--- config.mk ---
export PLATFORM = sky130hd
export DESIGN_NAME = neighbor_link_quality_table
export DESIGN_NICKNAME = d
export VERILOG_FILES = /design/src/hw/rtl/nlq_pkg.sv /design/src/hw/rtl/nlq_ram.sv /design/src/hw/rtl/nlq_div.sv /design/src/hw/rtl/neighbor_link_quality_table.sv
export SDC_FILE = /design/constraint.sdc
export NUM_CORES = 2
export LEC_CHECK = 0
export CORE_AREA = 4 4 411 413
export CTS_CLUSTER_SIZE = 28
export DETAILED_ROUTE_END_ITERATION = 8
export DIE_AREA = 0 0 415 417
export DONT_BUFFER_PORTS = 1
export SETUP_SLACK_MARGIN = 0.5
export SLEW_MARGIN = 10
export SYNTH_ARGS = -nofsm -noshare
export SYNTH_HDL_FRONTEND = slang
export SYNTH_HIERARCHICAL = 1
export SYNTH_SLANG_ARGS = --single-unit
--- constraint.sdc ---
create_clock -name clk -period 8.8 [get_ports clk]
set_clock_uncertainty 0.2 [all_clocks]
set_input_delay 0.88 -clock clk [delete_from_list [all_inputs] [get_ports clk]]
set_output_delay 0.88 -clock clk [all_outputs]
set_load 0.01 [all_outputs]
--- src/hw/rtl/nlq_pkg.sv ---
package nlq_pkg;

  // Table size that the top level uses unless told otherwise.
  localparam int TABLE_ENTRIES_DEF = 16;

  localparam int ADDR_W   = 16;
  localparam int SAMPLE_W = 8;
  localparam int COUNT_W  = 8;
  localparam int TIME_W   = 32;
  localparam int CFG_IDX_W  = 2;
  localparam int CFG_DATA_W = 8;

  // All three windows come out of reset at sixteen.
  localparam logic [COUNT_W-1:0] WINDOW_RESET = COUNT_W'(16);

  // Configuration register indexes.
  localparam logic [CFG_IDX_W-1:0] CFG_PACKET_WINDOW = CFG_IDX_W'(0);
  localparam logic [CFG_IDX_W-1:0] CFG_RSSI_WINDOW   = CFG_IDX_W'(1);
  localparam logic [CFG_IDX_W-1:0] CFG_LQI_WINDOW    = CFG_IDX_W'(2);

  // One neighbour record as it sits in the table memory.
  typedef struct packed {
    logic [ADDR_W-1:0]   addr;
    logic [SAMPLE_W-1:0] rssi_avg;
    logic [SAMPLE_W-1:0] lqi_avg;
    logic [COUNT_W-1:0]  pkt_cnt;
    logic [COUNT_W-1:0]  rssi_cnt;
    logic [COUNT_W-1:0]  lqi_cnt;
    logic [TIME_W-1:0]   heard_time;
  } entry_t;

  // Request to the shared divider.
  typedef struct packed {
    logic                start;
    logic [SAMPLE_W-1:0] dividend;
    logic [COUNT_W-1:0]  divisor;
  } div_req_t;

endpackage

--- src/hw/rtl/nlq_ram.sv ---
module nlq_ram #(
  parameter int WIDTH = 8,
  parameter int DEPTH = 16
) (
  input  logic                     clk,
  input  logic                     we,
  input  logic [$clog2(DEPTH)-1:0] waddr,
  input  logic [WIDTH-1:0]         wdata,
  input  logic [$clog2(DEPTH)-1:0] raddr,
  output logic [WIDTH-1:0]         rdata
);

  logic [WIDTH-1:0] mem [DEPTH];

  // One write port and one registered read port.
  always_ff @(posedge clk) begin
    if (we) begin
      mem[waddr] <= wdata;
    end
    rdata <= mem[raddr];
  end

endmodule

--- src/hw/rtl/nlq_div.sv ---
module nlq_div (
  input  logic                          clk,
  input  logic                          rst_n,
  input  nlq_pkg::div_req_t             req,
  output logic                          done,
  output logic [nlq_pkg::SAMPLE_W-1:0]  quotient
);

  localparam int STEPS = nlq_pkg::SAMPLE_W;
  localparam int CW    = $clog2(STEPS);

  logic                         busy_r;
  logic                         done_r;
  logic [CW-1:0]                cnt_r;
  logic [nlq_pkg::SAMPLE_W-1:0] quo_r;
  logic [nlq_pkg::SAMPLE_W-1:0] rem_r;
  logic [nlq_pkg::COUNT_W-1:0]  dvs_r;
  logic [nlq_pkg::SAMPLE_W:0]   trial;
  logic                         ge;

  // Restoring division: one quotient bit per cycle, most significant first.
  assign trial = {rem_r, quo_r[nlq_pkg::SAMPLE_W-1]};
  assign ge    = trial >= {1'b0, dvs_r};

  always_ff @(posedge clk) begin
    if (!rst_n) begin
      busy_r <= 1'b0;
      done_r <= 1'b0;
      cnt_r  <= '0;
    end else begin
      done_r <= busy_r && (cnt_r == CW'(STEPS - 1));
      if (req.start) begin
        busy_r <= 1'b1;
        cnt_r  <= '0;
      end else if (busy_r) begin
        cnt_r <= cnt_r + 1'b1;
        if (cnt_r == CW'(STEPS - 1)) begin
          busy_r <= 1'b0;
        end
      end
    end
  end

  // Remainder and quotient shift register.
  always_ff @(posedge clk) begin
    if (req.start) begin
      quo_r <= req.dividend;
      rem_r <= '0;
      dvs_r <= req.divisor;
    end else if (busy_r) begin
      quo_r <= {quo_r[nlq_pkg::SAMPLE_W-2:0], ge};
      rem_r <= ge ? nlq_pkg::SAMPLE_W'(trial - {1'b0, dvs_r})
                  : trial[nlq_pkg::SAMPLE_W-1:0];
    end
  end

  assign done     = done_r;
  assign quotient = quo_r;

endmodule

--- src/hw/rtl/neighbor_link_quality_table.sv ---
// busy stays high from a taken start until its result is strobed, and one item is taken at a time.
// The time an item takes is set by the table scan (one memory read a cycle) and by the shared
// 8-step divider, used for a known neighbour once for the RSSI average and once for the LQI
// average, each unless that count has already reached its window.
// Reset clears all entries at once (valid flags) and sets every window to 16.
// Results are strobed for one cycle on out_valid; the receiver cannot stall.
module neighbor_link_quality_table #(
  parameter int TABLE_ENTRIES = nlq_pkg::TABLE_ENTRIES_DEF
) (
  input  logic                            clk,
  input  logic                            rst_n,
  input  logic                            start,
  output logic                            busy,
  input  logic [nlq_pkg::ADDR_W-1:0]      in_sender_address,
  input  logic [nlq_pkg::SAMPLE_W-1:0]    in_rssi_sample,
  input  logic [nlq_pkg::SAMPLE_W-1:0]    in_lqi_sample,
  input  logic [nlq_pkg::TIME_W-1:0]      in_arrival_time,
  output logic                            out_valid,
  output logic [nlq_pkg::ADDR_W-1:0]      out_neighbor_address,
  output logic [nlq_pkg::SAMPLE_W-1:0]    out_rssi_average,
  output logic [nlq_pkg::SAMPLE_W-1:0]    out_lqi_average,
  output logic [nlq_pkg::COUNT_W-1:0]     out_packet_count,
  output logic                            out_was_known,
  output logic                            out_did_evict,
  output logic [nlq_pkg::ADDR_W-1:0]      out_evicted_address,
  input  logic                            cfg_we,
  input  logic [nlq_pkg::CFG_IDX_W-1:0]   cfg_index,
  input  logic [nlq_pkg::CFG_DATA_W-1:0]  cfg_data
);

  localparam int IW = $clog2(TABLE_ENTRIES);
  localparam int EW = $bits(nlq_pkg::entry_t);

  typedef enum logic [3:0] {
    S_IDLE, S_SCAN, S_LAST, S_DECIDE, S_R_START, S_R_WAIT, S_L_START, S_L_WAIT, S_WRITE
  } state_t;

  // Control state.
  state_t                      state_r, state_nxt;
  logic                        chk_vld_r, chk_vld_nxt;
  logic [TABLE_ENTRIES-1:0]    valid_r, valid_nxt;
  logic [nlq_pkg::COUNT_W-1:0] pkt_win_r, pkt_win_nxt;
  logic [nlq_pkg::COUNT_W-1:0] rssi_win_r, rssi_win_nxt;
  logic [nlq_pkg::COUNT_W-1:0] lqi_win_r, lqi_win_nxt;
  logic                        out_valid_r;

  // Item payload and scan results.
  logic [nlq_pkg::ADDR_W-1:0]   in_addr_r;
  logic [nlq_pkg::SAMPLE_W-1:0] in_rssi_r;
  logic [nlq_pkg::SAMPLE_W-1:0] in_lqi_r;
  logic [nlq_pkg::TIME_W-1:0]   in_time_r;
  logic [IW-1:0]                idx_r;
  logic [IW-1:0]                chk_idx_r;
  logic                         found_r;
  nlq_pkg::entry_t              hit_r;
  logic                         free_found_r;
  logic [IW-1:0]                free_slot_r;
  logic                         old_vld_r;
  logic [IW-1:0]                old_slot_r;
  logic [nlq_pkg::TIME_W-1:0]   old_last_r;
  logic [nlq_pkg::ADDR_W-1:0]   old_addr_r;
  logic [IW-1:0]                slot_r;
  logic                         evict_r;
  logic [nlq_pkg::COUNT_W-1:0]  pkt_new_r;
  logic [nlq_pkg::COUNT_W-1:0]  rc_new_r;
  logic [nlq_pkg::COUNT_W-1:0]  lc_new_r;
  logic                         r_restart_r;
  logic                         l_restart_r;
  logic [nlq_pkg::SAMPLE_W-1:0] rssi_new_r;
  logic [nlq_pkg::SAMPLE_W-1:0] lqi_new_r;
  logic                         neg_r;

  // Output registers.
  logic [nlq_pkg::ADDR_W-1:0]   out_addr_r;
  logic [nlq_pkg::SAMPLE_W-1:0] out_rssi_r;
  logic [nlq_pkg::SAMPLE_W-1:0] out_lqi_r;
  logic [nlq_pkg::COUNT_W-1:0]  out_pkt_r;
  logic                         out_known_r;
  logic                         out_evict_r;
  logic [nlq_pkg::ADDR_W-1:0]   out_ev_addr_r;

  logic                         accept;
  logic                         ram_we;
  nlq_pkg::entry_t              ram_wdata;
  logic [EW-1:0]                ram_rdata;
  nlq_pkg::entry_t              rd_entry;
  logic                         chk_valid;
  nlq_pkg::div_req_t            div_req;
  logic                         div_done;
  logic [nlq_pkg::SAMPLE_W-1:0] div_q;
  logic [nlq_pkg::SAMPLE_W-1:0] d_sample;
  logic [nlq_pkg::SAMPLE_W-1:0] d_avg;
  logic                         d_neg;
  logic [nlq_pkg::SAMPLE_W-1:0] q_applied;

  assign accept   = start && (state_r == S_IDLE);
  assign busy     = (state_r != S_IDLE);
  assign rd_entry = nlq_pkg::entry_t'(ram_rdata);
  assign chk_valid = valid_r[chk_idx_r];

  // Neighbour table memory.
  assign ram_we    = (state_r == S_WRITE);
  assign ram_wdata = '{addr: in_addr_r, rssi_avg: rssi_new_r, lqi_avg: lqi_new_r,
                       pkt_cnt: pkt_new_r, rssi_cnt: rc_new_r, lqi_cnt: lc_new_r,
                       heard_time: in_time_r};

  nlq_ram #(.WIDTH(EW), .DEPTH(TABLE_ENTRIES)) u_ram (
    .clk   (clk),
    .we    (ram_we),
    .waddr (slot_r),
    .wdata (ram_wdata),
    .raddr (idx_r),
    .rdata (ram_rdata)
  );

  // Difference between the sample and the stored average, as sign and magnitude.
  assign d_sample = (state_r == S_L_START) ? in_lqi_r : in_rssi_r;
  assign d_avg    = (state_r == S_L_START) ? hit_r.lqi_avg : hit_r.rssi_avg;
  assign d_neg    = d_sample < d_avg;

  always_comb begin
    div_req.dividend = d_neg ? (d_avg - d_sample) : (d_sample - d_avg);
    div_req.divisor  = (state_r == S_L_START) ? lc_new_r : rc_new_r;
    div_req.start    = ((state_r == S_R_START) && !r_restart_r) ||
                       ((state_r == S_L_START) && !l_restart_r);
  end

  nlq_div u_div (
    .clk      (clk),
    .rst_n    (rst_n),
    .req      (div_req),
    .done     (div_done),
    .quotient (div_q)
  );

  // The new average always lies between the old one and the sample.
  assign q_applied = (state_r == S_L_WAIT)
                   ? (neg_r ? hit_r.lqi_avg - div_q : hit_r.lqi_avg + div_q)
                   : (neg_r ? hit_r.rssi_avg - div_q : hit_r.rssi_avg + div_q);

  // Sequencer and configuration next state.
  always_comb begin
    state_nxt    = state_r;
    chk_vld_nxt  = chk_vld_r;
    valid_nxt    = valid_r;
    pkt_win_nxt  = pkt_win_r;
    rssi_win_nxt = rssi_win_r;
    lqi_win_nxt  = lqi_win_r;

    if (cfg_we) begin
      unique case (cfg_index)
        nlq_pkg::CFG_PACKET_WINDOW: pkt_win_nxt  = cfg_data;
        nlq_pkg::CFG_RSSI_WINDOW:   rssi_win_nxt = cfg_data;
        nlq_pkg::CFG_LQI_WINDOW:    lqi_win_nxt  = cfg_data;
        default: ;
      endcase
    end

    unique case (state_r)
      S_IDLE: begin
        if (start) begin
          state_nxt   = S_SCAN;
          chk_vld_nxt = 1'b0;
        end
      end
      S_SCAN: begin
        chk_vld_nxt = 1'b1;
        if (idx_r == IW'(TABLE_ENTRIES - 1)) begin
          state_nxt = S_LAST;
        end
      end
      S_LAST:    state_nxt = S_DECIDE;
      S_DECIDE:  state_nxt = found_r ? S_R_START : S_WRITE;
      S_R_START: state_nxt = r_restart_r ? S_L_START : S_R_WAIT;
      S_R_WAIT: begin
        if (div_done) begin
          state_nxt = S_L_START;
        end
      end
      S_L_START: state_nxt = l_restart_r ? S_WRITE : S_L_WAIT;
      S_L_WAIT: begin
        if (div_done) begin
          state_nxt = S_WRITE;
        end
      end
      S_WRITE: begin
        state_nxt          = S_IDLE;
        valid_nxt[slot_r]  = 1'b1;
      end
      default: state_nxt = S_IDLE;
    endcase
  end

  // State, valid flags, windows and the result strobe and fields.
  always_ff @(posedge clk) begin
    if (!rst_n) begin
      state_r       <= S_IDLE;
      chk_vld_r     <= 1'b0;
      valid_r       <= '0;
      pkt_win_r     <= nlq_pkg::WINDOW_RESET;
      rssi_win_r    <= nlq_pkg::WINDOW_RESET;
      lqi_win_r     <= nlq_pkg::WINDOW_RESET;
      out_valid_r   <= 1'b0;
      out_addr_r    <= '0;
      out_rssi_r    <= '0;
      out_lqi_r     <= '0;
      out_pkt_r     <= '0;
      out_known_r   <= 1'b0;
      out_evict_r   <= 1'b0;
      out_ev_addr_r <= '0;
    end else begin
      state_r     <= state_nxt;
      chk_vld_r   <= chk_vld_nxt;
      valid_r     <= valid_nxt;
      pkt_win_r   <= pkt_win_nxt;
      rssi_win_r  <= rssi_win_nxt;
      lqi_win_r   <= lqi_win_nxt;
      out_valid_r <= (state_r == S_WRITE);
      if (state_r == S_WRITE) begin
        out_addr_r    <= in_addr_r;
        out_rssi_r    <= rssi_new_r;
        out_lqi_r     <= lqi_new_r;
        out_pkt_r     <= pkt_new_r;
        out_known_r   <= found_r;
        out_evict_r   <= evict_r;
        out_ev_addr_r <= evict_r ? old_addr_r : '0;
      end
    end
  end

  // Datapath: scan bookkeeping, count updates and averages.
  always_ff @(posedge clk) begin
    unique case (state_r)
      S_IDLE: begin
        in_addr_r    <= in_sender_address;
        in_rssi_r    <= in_rssi_sample;
        in_lqi_r     <= in_lqi_sample;
        in_time_r    <= in_arrival_time;
        idx_r        <= '0;
        found_r      <= 1'b0;
        free_found_r <= 1'b0;
        old_vld_r    <= 1'b0;
      end
      S_SCAN, S_LAST: begin
        if (state_r == S_SCAN) begin
          chk_idx_r <= idx_r;
          if (idx_r != IW'(TABLE_ENTRIES - 1)) begin
            idx_r <= idx_r + 1'b1;
          end
        end
        // Check the entry read in the previous cycle.
        if (chk_vld_r || state_r == S_LAST) begin
          if (chk_valid && rd_entry.addr == in_addr_r && !found_r) begin
            found_r <= 1'b1;
            slot_r  <= chk_idx_r;
            hit_r   <= rd_entry;
          end
          if (!chk_valid && !free_found_r) begin
            free_found_r <= 1'b1;
            free_slot_r  <= chk_idx_r;
          end
          if (chk_valid && (!old_vld_r || rd_entry.heard_time < old_last_r)) begin
            old_vld_r  <= 1'b1;
            old_slot_r <= chk_idx_r;
            old_last_r <= rd_entry.heard_time;
            old_addr_r <= rd_entry.addr;
          end
        end
      end
      S_DECIDE: begin
        if (found_r) begin
          evict_r     <= 1'b0;
          pkt_new_r   <= (hit_r.pkt_cnt >= pkt_win_r) ? 8'd1 : hit_r.pkt_cnt + 8'd1;
          r_restart_r <= hit_r.rssi_cnt >= rssi_win_r;
          l_restart_r <= hit_r.lqi_cnt >= lqi_win_r;
          rc_new_r    <= (hit_r.rssi_cnt >= rssi_win_r) ? 8'd1 : hit_r.rssi_cnt + 8'd1;
          lc_new_r    <= (hit_r.lqi_cnt >= lqi_win_r) ? 8'd1 : hit_r.lqi_cnt + 8'd1;
        end else begin
          // New neighbour: a free slot if any, otherwise the oldest entry goes.
          slot_r     <= free_found_r ? free_slot_r : old_slot_r;
          evict_r    <= !free_found_r;
          pkt_new_r  <= 8'd1;
          rc_new_r   <= 8'd1;
          lc_new_r   <= 8'd1;
          rssi_new_r <= in_rssi_r;
          lqi_new_r  <= in_lqi_r;
        end
      end
      S_R_START: begin
        neg_r <= d_neg;
        if (r_restart_r) begin
          rssi_new_r <= in_rssi_r;
        end
      end
      S_R_WAIT: begin
        if (div_done) begin
          rssi_new_r <= q_applied;
        end
      end
      S_L_START: begin
        neg_r <= d_neg;
        if (l_restart_r) begin
          lqi_new_r <= in_lqi_r;
        end
      end
      S_L_WAIT: begin
        if (div_done) begin
          lqi_new_r <= q_applied;
        end
      end
      S_WRITE: ;
      default: ;
    endcase
  end

  assign out_valid            = out_valid_r;
  assign out_neighbor_address = out_addr_r;
  assign out_rssi_average     = out_rssi_r;
  assign out_lqi_average      = out_lqi_r;
  assign out_packet_count     = out_pkt_r;
  assign out_was_known        = out_known_r;
  assign out_did_evict        = out_evict_r;
  assign out_evicted_address  = out_ev_addr_r;

  // Taking an item makes the block busy, with no result strobed yet.
  assert property (@(posedge clk) disable iff (!rst_n) accept |=> busy && !out_valid)
    else $error("block not busy after taking an item");

  // Each result is a single-cycle strobe that ends the item.
  assert property (@(posedge clk) disable iff (!rst_n) out_valid |-> !busy ##1 !out_valid)
    else $error("result strobe longer than one cycle");

  // A newly inserted neighbour starts with a packet count of one.
  assert property (@(posedge clk) disable iff (!rst_n)
    out_valid && !out_was_known |-> out_packet_count == 8'd1)
    else $error("new neighbour with packet count other than one");

  // Eviction only for new neighbours, and no evicted address without one.
  assert property (@(posedge clk) disable iff (!rst_n)
    out_valid |-> (!out_did_evict || !out_was_known) &&
                  (out_did_evict || out_evicted_address == '0))
    else $error("inconsistent eviction report");

endmodule

* Yosys cells after proc, flatten, opt, wreduce, memory -nomap -nowiden
Memory sizes are Yosys's and may differ from the RTL's. A register that Yosys moved wholly into a read port is not among the register bits.
Index checks and enable logic that the tools add are counted.
** Operators by class
- Add/sub/neg operators :: 12
- Order comparisons :: 9
- Eq/ne operators :: 27
- Mux-type cells :: 54
- Bitwise logic cells :: 3
- Reduce and logical (&&, ||, !) cells :: 49
** Operator list (number)
- 2-to-1 mux 8 bit :: 15
- 2-to-1 mux 4 bit :: 12
- case mux 8 bit (3 select lines) :: 2
- subtractor 8 bit :: 5
- < comparator 32 bit :: 1
- case mux 4 bit (8 select lines) :: 1
- adder 8 x 1 -> 8 bit (second input constant) :: 3
- >= comparator 8 bit :: 3
- inequality test 2 bit (second input constant) :: 11
- AND reduction 3 bit :: 7
- adder 8 bit :: 2
- == test 16 bit :: 1
- == test 4 x 3 -> 1 bit (second input constant) :: 4
- 2-to-1 mux 16 bit :: 1
- bitwise OR 16 bit :: 1
- case mux 4 bit (2 select lines) :: 2
- AND reduction 4 bit :: 4
- 2-to-1 mux 1 bit :: 14
- AND reduction 2 bit :: 6
- OR reduction 2 bit :: 6
- < comparator 4 x 5 -> 1 bit (second input constant) :: 2
- >= comparator 9 x 8 -> 1 bit :: 1
- == test 4 x 2 -> 1 bit (second input constant) :: 2
- == test 4 bit (second input constant) :: 2
- 23 further kinds :: 46
** Word-level totals
- Register bits after elaboration :: 352
- Memory bits (writable) :: 1408
- Bits of input ports :: 78
- Word-level logic and storage cells :: 203
- Memories :: 1
** Memory list
- u_ram.mem :: depth 16, bits a word 88, rd ports 1, clocked after memory_dff 1, wr ports 1, line nlq_ram.sv:13 : logic [WIDTH-1:0] mem [DEPTH];

* Depth between registers and ports, before layout
- Depth in word-level cells :: 7
- Depth in mapped cells :: 15
- Gate-level depth less buffers :: 13

* By module
The synthesis kept the hierarchy.
** Modules (own cells, without submodules)
- nlq_ram :: instances 1, cells each 2256, area an instance 54360.9 um^2, seq. area each 44042.2 um^2
- neighbor_link_quality_table :: instances 1, cells each 1270, area an instance 14978.1 um^2, seq. area each 8658.3 um^2
- nlq_div :: instances 1, cells each 136, area an instance 1532.7 um^2, seq. area each 740.7 um^2

* Worst setup path before layout
No wires, ideal clock.
- Kind :: register to register
- From :: reg state_r[2]
- To :: mem u_ram/mem[0][0] (netlist name), enable pin
- Library setup time :: 642 ps
- Arrival time :: 7756 ps
- Slack :: 202 ps
- Stages on the path, launching flop included :: 8
- Path buffers :: 3
- Clock period less this slack :: 8598 ps
- Path through :: dfxtp_1 -> buf_2 -> or4b_1 -> buf_2 -> inv_2 -> buf_2 -> or3b_1 -> nor3_1
** On the way
- Word-level cells in the longest chain between the ends :: 3
** RTL lines
- from (decl) :: line neighbor_link_quality_table.sv:39 : state_t state_r, state_nxt;
- from (signal assigned) :: line neighbor_link_quality_table.sv:212 : state_r <= state_nxt;
- == test 4 bit :: line neighbor_link_quality_table.sv:102 : assign ram_we = (state_r == S_WRITE);
- via ram_we :: line neighbor_link_quality_table.sv:83 : logic ram_we;
- 2-to-1 mux 1 bit :: line nlq_ram.sv:17 : if (we) begin
- 2-to-1 mux 1 bit (implied by the code) :: line nlq_ram.sv:18 : mem[waddr] <= wdata;
- to (decl) :: line nlq_ram.sv:13
The timed path passes the listed nets, and every way through them passes these cells.

==> parameters.txt <==
Parameter                              Value

Timing
  Fin crit period ... 5.14 ns
  Unrepaired setup endpoints after global routing ... false
  Final count of negative-setup-slack endpoints ... 0
  Worst slew margin relative to its limit ... 0.252
  Highest attainable clock frequency ... 0.195 GHz
  Count of pins over their slew limit ... 0
  Total negative setup slack ... 0 ns
  Final worst-path cycle share ... 0.584
  Worst-Margin Slew ... 1.12 ns
  Final setup slack of the worst path ... 3.66 ns
  Final-report hold violation count ... 0

Drt
  Drt pass-1 iters ... 5
  Average detailed-routed wire length per instance ... 26.7 µm
  Number of remaining DRC errors ... 0
  ANT nets after route ... 0
  Total detailed-routing wirelength ... 165 mm
  Via-per-instance ratio ... 5.63
  Number of DRC markers in iteration 0 ... 3,275
  Via count ... 34,780

Die
  I/O Pins ... 138
  Die extent in y ... 417 µm
  Initial cell density of the core ... 0.430
  Die X ... 415 µm
  Overall die area ... 173,000 µm²
  Core Rows ... 149
  Placeable Area ... 165,000 µm²

Clock tree
  Clock-pin transition on the worst setup and hold timing paths ... 0.06 ns
  Clock sink total ... 1,848
  Number of setup buffers added after CTS ... 0
  Clock root cell ... sky130_fd_sc_hd__clkbuf_16
  Clock tree from TritonCTS ... done
  Longest Clk Path Bufs ... 3
  Count of instances resized after the clock tree is built ... 0
  Maximum level of the CTS H-tree ... 4
  CTS Buf Count ... 187
  Hold-fix buffers, CTS ... 77
  Clock latency on the worst-skew pair ... 0.83 ns

Worst setup path
  Endpoint class of the critical path ... flip-flop
  Worst EP arrival ... 5.52 ns
  Largest delay share family, worst path ... simple AND/OR/NAND/NOR gates
  Largest fanout on the critical path ... 24
  Crit path launch type ... flip-flop
  Total buffers and inverters traversed by the critical path ... 1
  Delay of the slowest cell on the worst path ... 0.87 ns
  Slowest cell on the critical path ... sky130_fd_sc_hd__dfxtp_1
  Sequence of cells on the critical path ... nand2b_1, nor2_4, mux2i_1, inv_1, fa_1, a211oi_2, o211ai_4, nand2_4, mux2i_1, nor4b_1, nor3_1, mux2_2
  Path type of the worst setup path ... reg -> reg
  Required time worst endpoint ... 9.18 ns
  Cell repeated most along the worst path ... sky130_fd_sc_hd__mux2i_1

Synth
  Main area contributors after synthesis ... sky130_fd_sc_hd__edfxtp_1, sky130_fd_sc_hd__mux4_2, sky130_fd_sc_hd__dfxtp_1, sky130_fd_sc_hd__a22oi_1, sky130_fd_sc_hd__ha_1
  Sequential-to-total area share from yosys stat ... 0.754
  Adder and majority gate portion of the synthesized area ... 0.0175
  Post-synth top cells ... sky130_fd_sc_hd__edfxtp_1, sky130_fd_sc_hd__mux4_2, sky130_fd_sc_hd__nand2_1, sky130_fd_sc_hd__dfxtp_1, sky130_fd_sc_hd__a22oi_1
  #FFs+latches synth ... 1,848
  Library cells used by synthesis ... 85
  Cell with the most instances after synthesis ... sky130_fd_sc_hd__edfxtp_1
  Number of synthesized flops with an enable pin ... 1,643
  Synth Net Count ... 3,836
  Post-Syn Area ... 70,900 µm²
  Most used flip-flop cell after synthesis ... sky130_fd_sc_hd__edfxtp_1
  Yosys warns ... 6
  Fraction of registers with async set or reset after synthesis ... 0
  Area leader, netlist ... sky130_fd_sc_hd__edfxtp_1
  Complex-gate fraction of the synthesized area ... 0.0453
  Simple-Gate Fraction of Synth Area ... 0.0333
  Main combinational cell family by area after synthesis ... multiplexers
  Share of the synthesized area in the top cell type ... 0.696
  Syn Inst Count ... 3,662
  Share of the synthesized netlist area taken by xor and xnor gates ... 0.00717
  Average size of a mapped cell ... 19.4 µm²
  Share of synthesized area spent on multiplexers ... 0.125

Flow run
  Number of max-capacitance violations reported ... 0

GRT
  First-pass GRT wire length ... 242 mm
  Maximum number of pins on one net before global-route repair ... 147
  Number of antenna violations at the first check in global routing ... 7
  Overflow after GRT ... 0
  Vias in the first global route ... 35,338
  All-layer global routing usage ... 0.189

Placed design
  Placer's final routability congestion estimate ... 0.791
  Placed standard-cell area ... 73,500 µm²
  Post-place setup slack ... 3.68 ns
  IO Port Bufs ... 0
  Detail Placement HPWL ... 86.6 mm

Power and ir drop
  Switching part of the total power ... 0.261
  Internal portion of total power ... 16.3 mW
  Leak pwr ... 25.9 nW
  Sw power ... 5.76 mW
  Part of the power in registers ... 0.475
  Combinational share of power ... 0.175
  Power after layout ... 22.1 mW
  Clock group share of total power ... 0.350
  Power density of the placed cells ... 274 nW/µm²
  Max VDD drop ... 0.269 mV

Status
  Run status ... finished, final reports clean

Finish
  Count of nets after finishing ... 3,998
  Area of all placed cells without fillers ... 80,400 µm²
  Share of layout cells above drive strength 1 ... 0.195
  Syn-to-layout area delta ... 13.5%

Worst hold path
  Tightest Hold Check Type ... in -> reg
## layer usage
layer | vias up | wire (µm) | part of all wire | global-route usage
met5 | - | 13 | 0.000079 | 0
met4 | 2 | 3500 | 0.021 | 0.0506
met3 | 199 | 9110 | 0.055 | 0.0320
met2 | 1007 | 81200 | 0.49 | 0.311
met1 | 18506 | 70900 | 0.43 | 0.263
li1 | 15066 | - | - | -
## worst paths after layout
kind,from,endpoint,slack [ns],cells after the start
hold / removal,cfg_data[4],pkt_win_r[4],0.08,2
setup reg to reg,state_r[1],u_div/quotient[4],3.66,12
hold reg to reg,u_ram/rdata[55],hit_r[55],0.20,0
setup / recovery,state_r[1],u_div/quotient[4],3.66,12
## worst reg2reg max path, stage by stage (launching register included)
cell and delay [ns]:
sky130_fd_sc_hd__dfxtp_1 0.87, sky130_fd_sc_hd__nand2b_1 0.32, sky130_fd_sc_hd__nor2_4 0.75, sky130_fd_sc_hd__mux2i_1 0.43
sky130_fd_sc_hd__inv_1 0.14, sky130_fd_sc_hd__fa_1 0.49, sky130_fd_sc_hd__a211oi_2 0.41, sky130_fd_sc_hd__o211ai_4 0.14
sky130_fd_sc_hd__nand2_4 0.17, sky130_fd_sc_hd__mux2i_1 0.32, sky130_fd_sc_hd__nor4b_1 0.29, sky130_fd_sc_hd__nor3_1 0.11
sky130_fd_sc_hd__mux2_2 0.27
## power groups by stage
stage	registers (mW)	clock network [mW]	logic [mW]
5_1_grt	10.5	8.30	4.20
3_3_place_gp	10.7	0	3.89
3_5_place_dp	10.7	0	3.88
6_report	10.5	7.72	3.86
4_1_cts	10.5	7.91	3.94
2_1_floorplan	10.5	0	3.04
## kinds of logic after synthesis
family                     after synthesis
DFF                                   1848
and+or+nand+nor                        505
AOI/OAI and AO/OA                      444
muxes                                  435
buffers and inverters                  275
adders and majority gates               97
xor gates and xnor gates                58
## sequential cells by signal, indices dropped and copies added (netlist names), 32 cells and up
name,cells
u_ram/rdata,88
u_ram/mem,1408
in_time_r,32
old_last_r,32
hit_r,40
## layout make-up
type	instances	area, µm²
Fill cell	13563	84400
Sequential cell	1848	53400
Multi-Input combinational cell	1539	16400
Clock buffer	267	5290
Tap cell	2189	2740
Timing Repair Buffer	143	1370
Clock inverter	85	797
Inverter	105	394
Antenna cell	4	10.0
## layout by cell type (no fill, tap or decap), types with 20 or more instances in the layout
| master | Yosys | final |
|---|---|---|
| sky130_fd_sc_hd__edfxtp_1 | 1643 | 1643 |
| sky130_fd_sc_hd__mux4_2 | 356 | 356 |
| sky130_fd_sc_hd__nand2_1 | 239 | 239 |
| sky130_fd_sc_hd__dfxtp_1 | 205 | 205 |
| sky130_fd_sc_hd__clkbuf_16 | 0 | 190 |
| sky130_fd_sc_hd__a22oi_1 | 177 | 177 |
| sky130_fd_sc_hd__inv_1 | 104 | 104 |
| sky130_fd_sc_hd__ha_1 | 92 | 92 |
| sky130_fd_sc_hd__dlygate4sd3_1 | 0 | 76 |
| sky130_fd_sc_hd__nor2_1 | 76 | 61 |
| sky130_fd_sc_hd__a21boi_1 | 59 | 59 |
| sky130_fd_sc_hd__buf_4 | 11 | 59 |
| sky130_fd_sc_hd__a21oi_1 | 54 | 54 |
| sky130_fd_sc_hd__clkbuf_1 | 77 | 52 |
| sky130_fd_sc_hd__nand3_1 | 49 | 49 |
| sky130_fd_sc_hd__mux2i_1 | 41 | 41 |
| sky130_fd_sc_hd__nor2b_1 | 34 | 32 |
| sky130_fd_sc_hd__xnor2_1 | 30 | 30 |
| sky130_fd_sc_hd__o21ai_0 | 30 | 30 |
| sky130_fd_sc_hd__xor2_1 | 28 | 28 |
| sky130_fd_sc_hd__clkinv_2 | 0 | 27 |
| sky130_fd_sc_hd__clkinv_1 | 0 | 25 |
| sky130_fd_sc_hd__clkbuf_8 | 0 | 25 |
| sky130_fd_sc_hd__mux2_2 | 24 | 24 |
| sky130_fd_sc_hd__o21a_1 | 22 | 22 |
| sky130_fd_sc_hd__nand2b_1 | 20 | 20 |
## metrics by stage
stage,instances,util,hold slack [ns]
after floorplan,3662,-,0.186
after global placement,5747,0.446,0.187
after detailed placement,5747,0.446,0.189
after CTS,6176,0.488,0.000461
after global routing,6177,0.488,0.0232
final,6180,0.488,0.0841
(Power assumes the default switching activity.)
